## src/sv/cwfb_pkg.sv

```systemverilog
// Shared types, frame constants and the CRC-16/MODBUS byte update for the
// write-single-coil frame builder. No dependencies.
package cwfb_pkg;

    // One request word: which coil and whether to switch it on.
    typedef struct packed {
        logic [7:0] channel;
        logic       switch_on;
    } t_req;

    // One result word: a frame byte and the end-of-frame flag.
    typedef struct packed {
        logic [7:0] frame_byte;
        logic       last_byte;
    } t_rsp;

    typedef logic [2:0] t_idx;

    localparam logic [7:0]  DEV_ADDR_RESET  = 8'h01;
    localparam logic [7:0]  FUNC_WRITE_COIL = 8'h05;
    localparam logic [7:0]  COIL_ADDR_HI    = 8'h00;
    localparam logic [7:0]  VALUE_ON        = 8'hFF;
    localparam logic [7:0]  VALUE_OFF       = 8'h00;
    localparam logic [7:0]  VALUE_LO        = 8'h00;
    localparam logic [15:0] CRC_INIT        = 16'hFFFF;
    localparam logic [15:0] CRC_POLY        = 16'hA001;

    // Position of each byte in the frame, in wire order.
    localparam t_idx IDX_ADDR     = 3'd0;
    localparam t_idx IDX_FUNC     = 3'd1;
    localparam t_idx IDX_COIL_HI  = 3'd2;
    localparam t_idx IDX_COIL_LO  = 3'd3;
    localparam t_idx IDX_VALUE_HI = 3'd4;
    localparam t_idx IDX_VALUE_LO = 3'd5;
    localparam t_idx IDX_CRC_LO   = 3'd6;
    localparam t_idx IDX_CRC_HI   = 3'd7;

    // Folds one byte into the running CRC, eight bit steps, LSB first.
    function automatic logic [15:0] crc_byte(input logic [15:0] crc_in,
                                             input logic [7:0]  data);
        logic [15:0] c;
        c = crc_in ^ {8'h00, data};
        for (int b = 0; b < 8; b++) begin
            if (c[0]) begin
                c = (c >> 1) ^ CRC_POLY;
            end else begin
                c = c >> 1;
            end
        end
        return c;
    endfunction

endpackage

```

## src/sv/cwfb_in_reg.sv

```systemverilog
// Input holding register for coil requests.
// Depends on cwfb_pkg for the request word type.
module cwfb_in_reg (
    input  logic          i_clk,
    input  logic          i_rst_n,
    input  logic          i_in_valid,
    output logic          o_in_stall,
    input  cwfb_pkg::t_req i_in_data,
    input  logic          i_take,
    output logic          o_req_valid,
    output cwfb_pkg::t_req o_req
);

    logic           r_valid;
    cwfb_pkg::t_req r_req;
    logic           n_valid;
    logic           accept;

    // The held word may be replaced in the same cycle the serializer takes it.
    assign o_in_stall = r_valid && !i_take;
    assign accept     = i_in_valid && !o_in_stall;

    always_comb begin
        n_valid = r_valid;
        if (accept) begin
            n_valid = 1'b1;
        end else if (i_take) begin
            n_valid = 1'b0;
        end
    end

    always_ff @(posedge i_clk) begin
        if (!i_rst_n) begin
            r_valid <= 1'b0;
        end else begin
            r_valid <= n_valid;
        end
        if (accept) begin
            r_req <= i_in_data;
        end
    end

    assign o_req_valid = r_valid;
    assign o_req       = r_req;

endmodule

```

## src/sv/cwfb_serializer.sv

```systemverilog
// Frame serializer: emits the eight frame bytes from an output register and
// folds the body bytes into the CRC as they go out. Depends on cwfb_pkg.
module cwfb_serializer (
    input  logic           i_clk,
    input  logic           i_rst_n,
    input  logic           i_req_valid,
    input  cwfb_pkg::t_req i_req,
    input  logic [7:0]     i_dev_addr,
    output logic           o_take,
    output logic           o_out_valid,
    input  logic           i_out_stall,
    output cwfb_pkg::t_rsp o_out_data
);

    logic            r_valid;
    cwfb_pkg::t_idx  r_idx;
    logic [15:0]     r_crc;
    logic [7:0]      r_channel;
    logic            r_switch_on;
    logic [7:0]      r_byte;
    logic            r_last;

    logic            advance;
    cwfb_pkg::t_idx  n_idx;
    logic [15:0]     n_crc;
    logic [7:0]      n_byte;

    assign advance = !r_valid || !i_out_stall;
    assign o_take  = advance && i_req_valid && (!r_valid || r_last);

    always_comb begin
        n_idx = r_idx + 3'd1;
        n_crc = r_crc;
        if (r_idx < cwfb_pkg::IDX_CRC_LO) begin
            n_crc = cwfb_pkg::crc_byte(r_crc, r_byte);
        end
        case (n_idx)
            cwfb_pkg::IDX_FUNC:     n_byte = cwfb_pkg::FUNC_WRITE_COIL;
            cwfb_pkg::IDX_COIL_HI:  n_byte = cwfb_pkg::COIL_ADDR_HI;
            cwfb_pkg::IDX_COIL_LO:  n_byte = r_channel;
            cwfb_pkg::IDX_VALUE_HI: n_byte = r_switch_on ? cwfb_pkg::VALUE_ON
                                                         : cwfb_pkg::VALUE_OFF;
            cwfb_pkg::IDX_VALUE_LO: n_byte = cwfb_pkg::VALUE_LO;
            cwfb_pkg::IDX_CRC_LO:   n_byte = n_crc[7:0];
            cwfb_pkg::IDX_CRC_HI:   n_byte = r_crc[15:8];
            default:                n_byte = i_dev_addr;
        endcase
    end

    always_ff @(posedge i_clk) begin
        if (!i_rst_n) begin
            r_valid <= 1'b0;
            r_idx   <= cwfb_pkg::IDX_ADDR;
            r_last  <= 1'b0;
        end else if (o_take) begin
            r_valid     <= 1'b1;
            r_idx       <= cwfb_pkg::IDX_ADDR;
            r_last      <= 1'b0;
            r_crc       <= cwfb_pkg::CRC_INIT;
            r_channel   <= i_req.channel;
            r_switch_on <= i_req.switch_on;
            r_byte      <= i_dev_addr;
        end else if (advance && r_valid) begin
            if (r_last) begin
                r_valid <= 1'b0;
                r_last  <= 1'b0;
            end else begin
                r_idx  <= n_idx;
                r_crc  <= n_crc;
                r_byte <= n_byte;
                r_last <= (n_idx == cwfb_pkg::IDX_CRC_HI);
            end
        end
    end

    assign o_out_valid           = r_valid;
    assign o_out_data.frame_byte = r_byte;
    assign o_out_data.last_byte  = r_last;

endmodule

```

## src/sv/coil_write_frame_builder.sv

```systemverilog
// Top level of the Modbus RTU write-single-coil frame builder.
// Depends on cwfb_pkg, cwfb_in_reg and cwfb_serializer.
//
//   channel   direction  handshake          word
//   in        input      valid / stall      t_req: channel, switch_on
//   out       output     valid / stall      t_rsp: frame_byte, last_byte
//   cfg       input      valid / ready      device address, 8 bits
//
// Each request produces eight output words, one per cycle when the output
// is not stalled, from the serializer's single byte-wide output register.
// A request is held in an input register while the previous frame drains,
// so the next frame's first word follows the previous frame's last word
// with no gap. Reset is synchronous and active low; it empties both
// registers and sets the device address to 1. An output stall freezes the
// output word; an input stall is raised only while a request waits in the
// input register and the current frame goes on.
module coil_write_frame_builder (
    input  logic           i_clk,
    input  logic           i_rst_n,
    input  logic           i_in_valid,
    output logic           o_in_stall,
    input  cwfb_pkg::t_req i_in_data,
    output logic           o_out_valid,
    input  logic           i_out_stall,
    output cwfb_pkg::t_rsp o_out_data,
    input  logic           i_cfg_valid,
    output logic           o_cfg_ready,
    input  logic [7:0]     i_cfg_data
);

    // The slave address register. Writes must arrive only while the block is idle;
    // the block does not enforce this. The serializer samples it at the start of each frame.
    logic [7:0]     r_dev_addr;

    logic           req_valid;
    cwfb_pkg::t_req req;
    logic           take;

    assign o_cfg_ready = 1'b1;

    always_ff @(posedge i_clk) begin
        if (!i_rst_n) begin
            r_dev_addr <= cwfb_pkg::DEV_ADDR_RESET;
        end else if (i_cfg_valid && o_cfg_ready) begin
            r_dev_addr <= i_cfg_data;
        end
    end

    // Request holding register: parts the input side from the frame output.
    cwfb_in_reg u_in_reg (
        .i_clk       (i_clk),
        .i_rst_n     (i_rst_n),
        .i_in_valid  (i_in_valid),
        .o_in_stall  (o_in_stall),
        .i_in_data   (i_in_data),
        .i_take      (take),
        .o_req_valid (req_valid),
        .o_req       (req)
    );

    // Serializer: builds the frame a byte at a time and computes the CRC
    // over the six body bytes as they leave, low CRC byte first.
    cwfb_serializer u_serializer (
        .i_clk       (i_clk),
        .i_rst_n     (i_rst_n),
        .i_req_valid (req_valid),
        .i_req       (req),
        .i_dev_addr  (r_dev_addr),
        .o_take      (take),
        .o_out_valid (o_out_valid),
        .i_out_stall (i_out_stall),
        .o_out_data  (o_out_data)
    );

endmodule

```

## config.mk

```make
export PLATFORM = sky130hd
export DESIGN_NAME = coil_write_frame_builder
export DESIGN_NICKNAME = d
export VERILOG_FILES = /design/src/sv/cwfb_pkg.sv /design/src/sv/cwfb_in_reg.sv /design/src/sv/cwfb_serializer.sv /design/src/sv/coil_write_frame_builder.sv
export SDC_FILE = /design/constraint.sdc
export NUM_CORES = 1
export LEC_CHECK = 0
export BUFFER_PORTS_ARGS = -buffer_cell sky130_fd_sc_hd__buf_2
export CORE_MARGIN = 1.5
export CORE_UTILIZATION = 57
export DETAILED_ROUTE_END_ITERATION = 10
export GPL_TIMING_DRIVEN = 0
export MAX_ROUTING_LAYER = met4
export PLACE_DENSITY = 0.91
export SYNTH_ARGS = -nofsm -noshare
export SYNTH_HDL_FRONTEND = slang
export SYNTH_SLANG_ARGS = --single-unit
```

## constraint.sdc

```tcl
create_clock -name i_clk -period 3.3 [get_ports i_clk]
set_input_delay 0.33 -clock i_clk [delete_from_list [all_inputs] [get_ports i_clk]]
set_output_delay 0.33 -clock i_clk [all_outputs]
set_load 0.1 [all_outputs]
```

# Yosys cells after proc, flatten, opt, wreduce, memory -nomap -nowiden
# Index checks and enable logic that the tools add are counted.
# word_totals
elab_cells	84
ff_bits	56
# op_classes
n_reduce_logical	22
n_mux	29
n_lt_le_gt_ge	1
n_addsub	1
n_eq_ne	8
bitwise	11
# ops
op	n
2-to-1 mux 16 bit	18
case mux 8 bit (6 select lines)	1
2-to-1 mux 8 bit	4
inverter 2 -> 3 bit	8
XOR 16 x 8 -> 16 bit	1
equality test 3 bit (second input constant)	4
nonzero test 2 bit	4
equality test 3 x 2 -> 1 bit (second input constant)	2
2-to-1 mux 1 bit	6
AND reduction 2 bit	3
logical AND 1 bit	5
logical NOT 1 bit	4
AND reduction 4 bit	1
OR reduction 2 bit	2
adder 3 x 1 -> 3 bit (second input constant)	1
equality test 3 x 1 -> 1 bit (second input constant)	1
less-than comparator 3 bit (second input constant)	1
AND reduction 3 bit	1
logical OR 1 bit	2
!= test 2 bit (second input constant)	1
inverter 1 bit	2

# Logic depth before layout (Yosys ltp)
# logic_depth
word_depth	29
mapped_depth	7
ltp_nobuf	7

# Modules after synthesis
# From an unflattened synthesis, not the netlist that was laid out.
# unflattened
cells_unflattened	226
area_unflattened_um2	2671.3
# by_module_without_submodules
module	instances	cells_per_inst	area_each_um2	seq_area_each_um2
cwfb_serializer	1	186	2043.2	1091.0
cwfb_in_reg	1	13	317.8	290.3
coil_write_frame_builder	1	27	310.3	160.2

# Worst setup path after synthesis
# Ideal clock, no wire load.
# synth_path
path_type	register to register
startpoint	register u_serializer.r_valid (netlist: u_serializer.o_out_valid)
endpoint	register u_serializer.r_crc[10] (enable)
synth_period_minus_slack_ns	3.573
slack_ns	-0.273
path_buffers	0
t_required_ns	2.915
stages_incl_launch_ff	5
setup_time_ns	0.385
arrival_ns	3.188
path_cell_list	dfxtp_1 -> inv_1 -> or3_1 -> a21oi_1 -> a21boi_0
# synth_between
elab_chain_len	6
elab_cells_between_ends	10
# synth_rtl
element	line_no	rtl
start, declared	cwfb_serializer.sv:15	logic r_valid;
start signal, assigned	cwfb_serializer.sv:52	r_valid <= 1'b0;
start signal, assigned	cwfb_serializer.sv:56	r_valid <= 1'b1;
start signal, assigned	cwfb_serializer.sv:65	r_valid <= 1'b0;
logical NOT 1 bit	cwfb_serializer.sv:28, cwfb_serializer.sv:29	
logical OR 1 bit	cwfb_serializer.sv:28	assign advance = !r_valid || !i_out_stall;
logical AND 1 bit (2 in series)	cwfb_serializer.sv:29	assign o_take = advance && i_req_valid && (!r_valid || r_last);
!= test 2 bit (no source line) / nonzero test 2 bit (equally long branches)	--	
AND reduction 4 bit (no source line) (*)	--	
end signal, assigned	cwfb_serializer.sv:59	r_crc <= cwfb_pkg::CRC_INIT;
end signal, assigned	cwfb_serializer.sv:69	r_crc <= n_crc;
end, declared	cwfb_serializer.sv:17	logic [15:0] r_crc;
# Every way passes the cells marked *; elsewhere a longest branch is shown, timed or not.
# A chain may end at the register's enable or synchronous reset.

# Worst setup path after layout
# layout_path
startpoint	register u_serializer.r_last
endpoint	register u_serializer.r_crc[13] (enable)
# layout_between
elab_chain_len	4
elab_cells_between_ends	6
# layout_rtl
element	line_no	rtl
start, declared	cwfb_serializer.sv:21	logic r_last;
start signal, assigned	cwfb_serializer.sv:71	r_last <= (n_idx == cwfb_pkg::IDX_CRC_HI);
logical OR 1 bit	cwfb_serializer.sv:29	
logical AND 1 bit	cwfb_serializer.sv:29	
!= test 2 bit (no source line) / nonzero test 2 bit (equally long branches)	--	
AND reduction 4 bit (no source line) (*)	--	
# Marks and branches as above.

==> flow_summary.ini <==
[synthesis]
syn_avg_cell_area_um2 = 12.1
most_common_library_cells_after_synthesis = 42 x edfxtp_1, 31 x nor2_1, 18 x mux2i_1, 16 x xnor2_1
syn-instance-count = 220
main_combinational_cell_family_by_area_after_synthesis = XOR/XNOR gates
xor_xnor_portion_of_the_synthesized_cell_area_pct = 10.3
synthMuxAreaShare_pct = 8.04
mappedNetlistNets = 247
area_fraction_in_compound_gates_after_synthesis_pct = 9.27
post-synth-top-area-cell = edfxtp_1
share_of_the_synthesized_area_in_the_top_cell_type_pct = 47.4
yosys.area_share.adder_pct = 2.35
synthMostInstantiatedCell = edfxtp_1
synth_flop_cell = edfxtp_1
asyncSetResetFlopFracSynth_pct = 0
synth_seq_cells = 56
synth_seq_area_share_pct = 57.9
ys.warnings.count = 0
yosysUniqueCellTypes = 37
synth.area.top_cells = edfxtp_1 47%, dfxtp_1 11%, mux2i_1 6.8%, xnor2_1 5.3%, nor2_1 4.4%
synth_simple_gate_area_share_pct = 9.36
synth_edf_count = 42
mappedNetlistArea_um2 = 2660

[worst_setup_path]
setup_crit_start_kind = flip-flop
crit_required_ns = 3.25
critPathKind = flip-flop to flip-flop
reg2reg_slack_ns = 0.39
worst-path-max-fanout = 17
reg2regPathDepth = 4
critical_path_arrival_ns = 2.86
regToRegEndpoint = u_serializer.r_crc[13]$_SDFFCE_PP1P_
critPathCaptureType = flip-flop
worst_r2r_startpoint = u_serializer.r_last$_SDFFE_PP0P_

[global_routing]
antenna_found_initial = 0
grt_first_pass_wirelength_mm = 8.18
grt_max_degree = 20
first_global_vias = 1706
global_route.overflow_total = 0
track_usage_pct = 22.0

[timing]
grt_setup_unrepaired = no
report.final.setup_viol = 0
final_hold_viol_count = 0
fin_setup_tns_ns = 0
slew-limit-headroom_pct = 29.7
clock-skew-final_ns = 0.00980
max_slew.worst_pin.slew_ns = 1.04
slew_viol_final = 0
final.min_clock_period_ns = 2.91
max_freq_ghz = 0.344
final_min_period_over_clock_period_pct = 88.2

[floorplan]
io_pins = 34
dieHeight_um = 71.3
die_x_um = 71.3
core_area_um2 = 4410
die-area_um2 = 5090
fp-row-count = 24
initial_utilization_pct = 60.3

[detailed_routing]
route.detailed.drc = 0
detailedRoute.firstIterationViolations = 114
wirelength_mm = 5.06
final_antenna_net_count = 0
routedWlPerCell_um = 16.3
routed-via-count = 1762
vias_per_cell = 5.67
drtPass1Iterations = 4

[place]
port_buffers = 31
dp_cells = 303
place_hpwl_mm = 3.66
place.gp.congestion = 0.890

[layout]
drive_above_1_share_pct = 19.3
n_antenna_cell = 0
final.fill_count = 317
ff_latch_area_um2 = 1540
flow.area_growth_from_synthesis_pct = 11.9
non_filler_cells_final = 311
multi_input_gate_area_in_the_final_layout_um2 = 1050
num-nets-final = 285

[pwr]
cellLeakagePower_nw = 1.15
power.ir.vdd_worst_uv = 378
p_per_area_nw_per_um2 = 514

[job]
maxCapViolCount = 0

[clocking]
clkLatencyLatePin_ns = 0.32
h-tree-depth = 2
cts.hold.buffers_added = 0
cts_num_sinks = 56
clk_transition_reported_paths_ns = 0.10
cts_tree = done
cts_root_buffer = clkbuf_8
cts_resized = 0
clock_tree.buffer_depth = 2
cts-buffers-inserted = 5
post-cts-setup-buffer-count = 0

[outcome]
result_of_the_run = completed

[hold_path]
worst_hold_path.endpoint = u_in_reg.o_req[7]$_DFFE_PP_
hold_class = input port to flip-flop
whs_path_depth = 1
hold_path.startpoint = i_in_data[7]
==> how the worst max path moves through the flow <==
| stage | start | endpoint | slack, ns | depth (start not counted) |
|---|---|---|---|---|
| 4_1_cts | u_serializer.r_last$_SDFFE_PP0P_ | u_serializer.r_crc[13]$_SDFFCE_PP1P_ | 0.35 | 4 |
| 5_1_grt | u_serializer.r_last$_SDFFE_PP0P_ | u_serializer.r_crc[12]$_SDFFCE_PP1P_ | 0.10 | 4 |
| 6_report | u_serializer.r_last$_SDFFE_PP0P_ | u_serializer.r_crc[13]$_SDFFCE_PP1P_ | 0.39 | 4 |
| 3_5_place_dp | i_out_stall | u_serializer.r_crc[13]$_SDFFCE_PP1P_ | 0.36 | 5 |
| 2_1_floorplan | u_serializer.o_out_valid$_SDFFE_PN0P_ | u_serializer.r_crc[10]$_SDFFCE_PP1P_ | 0.06 | 4 |
| 3_3_place_gp | i_out_stall | u_serializer.r_crc[12]$_SDFFCE_PP1P_ | 0.45 | 5 |
==> layer usage <==
| metal | global-route usage [%] | share of wire (%) | vias up |
|---|---|---|---|
| met3 | 5.63 | 5.6 | 8 |
| met2 | 35.6 | 51 | 59 |
| met1 | 26.9 | 42 | 841 |
| met5 | - | 0 | - |
| li1 | - | - | 854 |
| met4 | 7.55 | 1.2 | 0 |
==> cell type report <==
class	instances	area share, %
timing repair buffer	31	5.21
buffer	11	1.72
clock inverter	3	0.840
multi-input combinational	148	35.3
sequential	56	51.8
tap	52	2.18
clock buffer	5	2.31
inverter	5	0.630
==> worst max-delay path, stage by stage, from the launching register on <==
cell	delay (ns)
dfxtp_1	0.42
nor2b_1	0.19
o21ai_0	0.22
a21oi_2	0.81
a21boi_0	0.91
==> kinds of logic (layout without fill, tap and decap cells) <==
family / after synthesis / count (layout)
and+or+nand+nor: 58 / 58
DFF: 56 / 56
AOI/OAI and AO/OA: 40 / 40
xor gates and xnor gates: 23 / 23
muxes: 21 / 21
buffers and inverters: 16 / 55
adders and majority gates: 5 / 5
other: 1 / 1
==> placed cells by master, fill, tap and decap left out, types with 2 or more instances in the layout <==
cell type / netlist / routed
a21oi_1: 10 / 9
inv_1: 5 / 5
nand2_1: 14 / 14
mux2i_1: 18 / 18
nor2_1: 31 / 31
buf_4: 2 / 2
and2_1: 2 / 2
inv_6: 0 / 2
o22ai_1: 5 / 5
dfxtp_1: 14 / 14
or3_1: 2 / 2
o211ai_1: 3 / 3
xnor2_1: 16 / 16
xnor3_1: 3 / 3
o21ai_0: 12 / 12
nor2b_1: 3 / 3
clkbuf_1: 7 / 7
nand3_1: 2 / 2
o21a_1: 3 / 3
buf_2: 2 / 33
xnor2_2: 2 / 2
clkbuf_8: 0 / 5
ha_1: 5 / 5
edfxtp_1: 42 / 42
mux2_2: 3 / 3
==> sequential cells by signal, indices dropped and copies added (netlist names) <==
signal / flops
u_serializer.r_crc: 16
u_in_reg.o_req: 9
r_dev_addr: 8
u_serializer.r_byte: 8
u_serializer.r_channel: 8
u_serializer.r_idx: 3
u_in_reg.o_req_valid: 1
u_serializer.o_out_valid: 1
u_serializer.r_last: 1
u_serializer.r_switch_on: 1
==> through the flow <==
step	setup slack [ns]	area, um^2	util, %	hold WS [ns]	power [mW]
after global routing	0.101	2980	67.5	0.165	1.59
after floorplan	0.0637	2660	-	0.392	1.09
after global placement	0.447	2880	65.3	0.401	1.14
final	0.390	2980	67.5	0.180	1.53
after CTS	0.349	2980	67.5	0.176	1.53
after detailed placement	0.357	2880	65.3	0.405	1.16
==> where the power goes <==
group	switching [mW]	leakage (nW)	internal, mW
registers	0.0266	0.504	0.818
logic	0.167	0.604	0.131
clock network	0.234	0.0452	0.155
(Power assumes the default switching activity.)
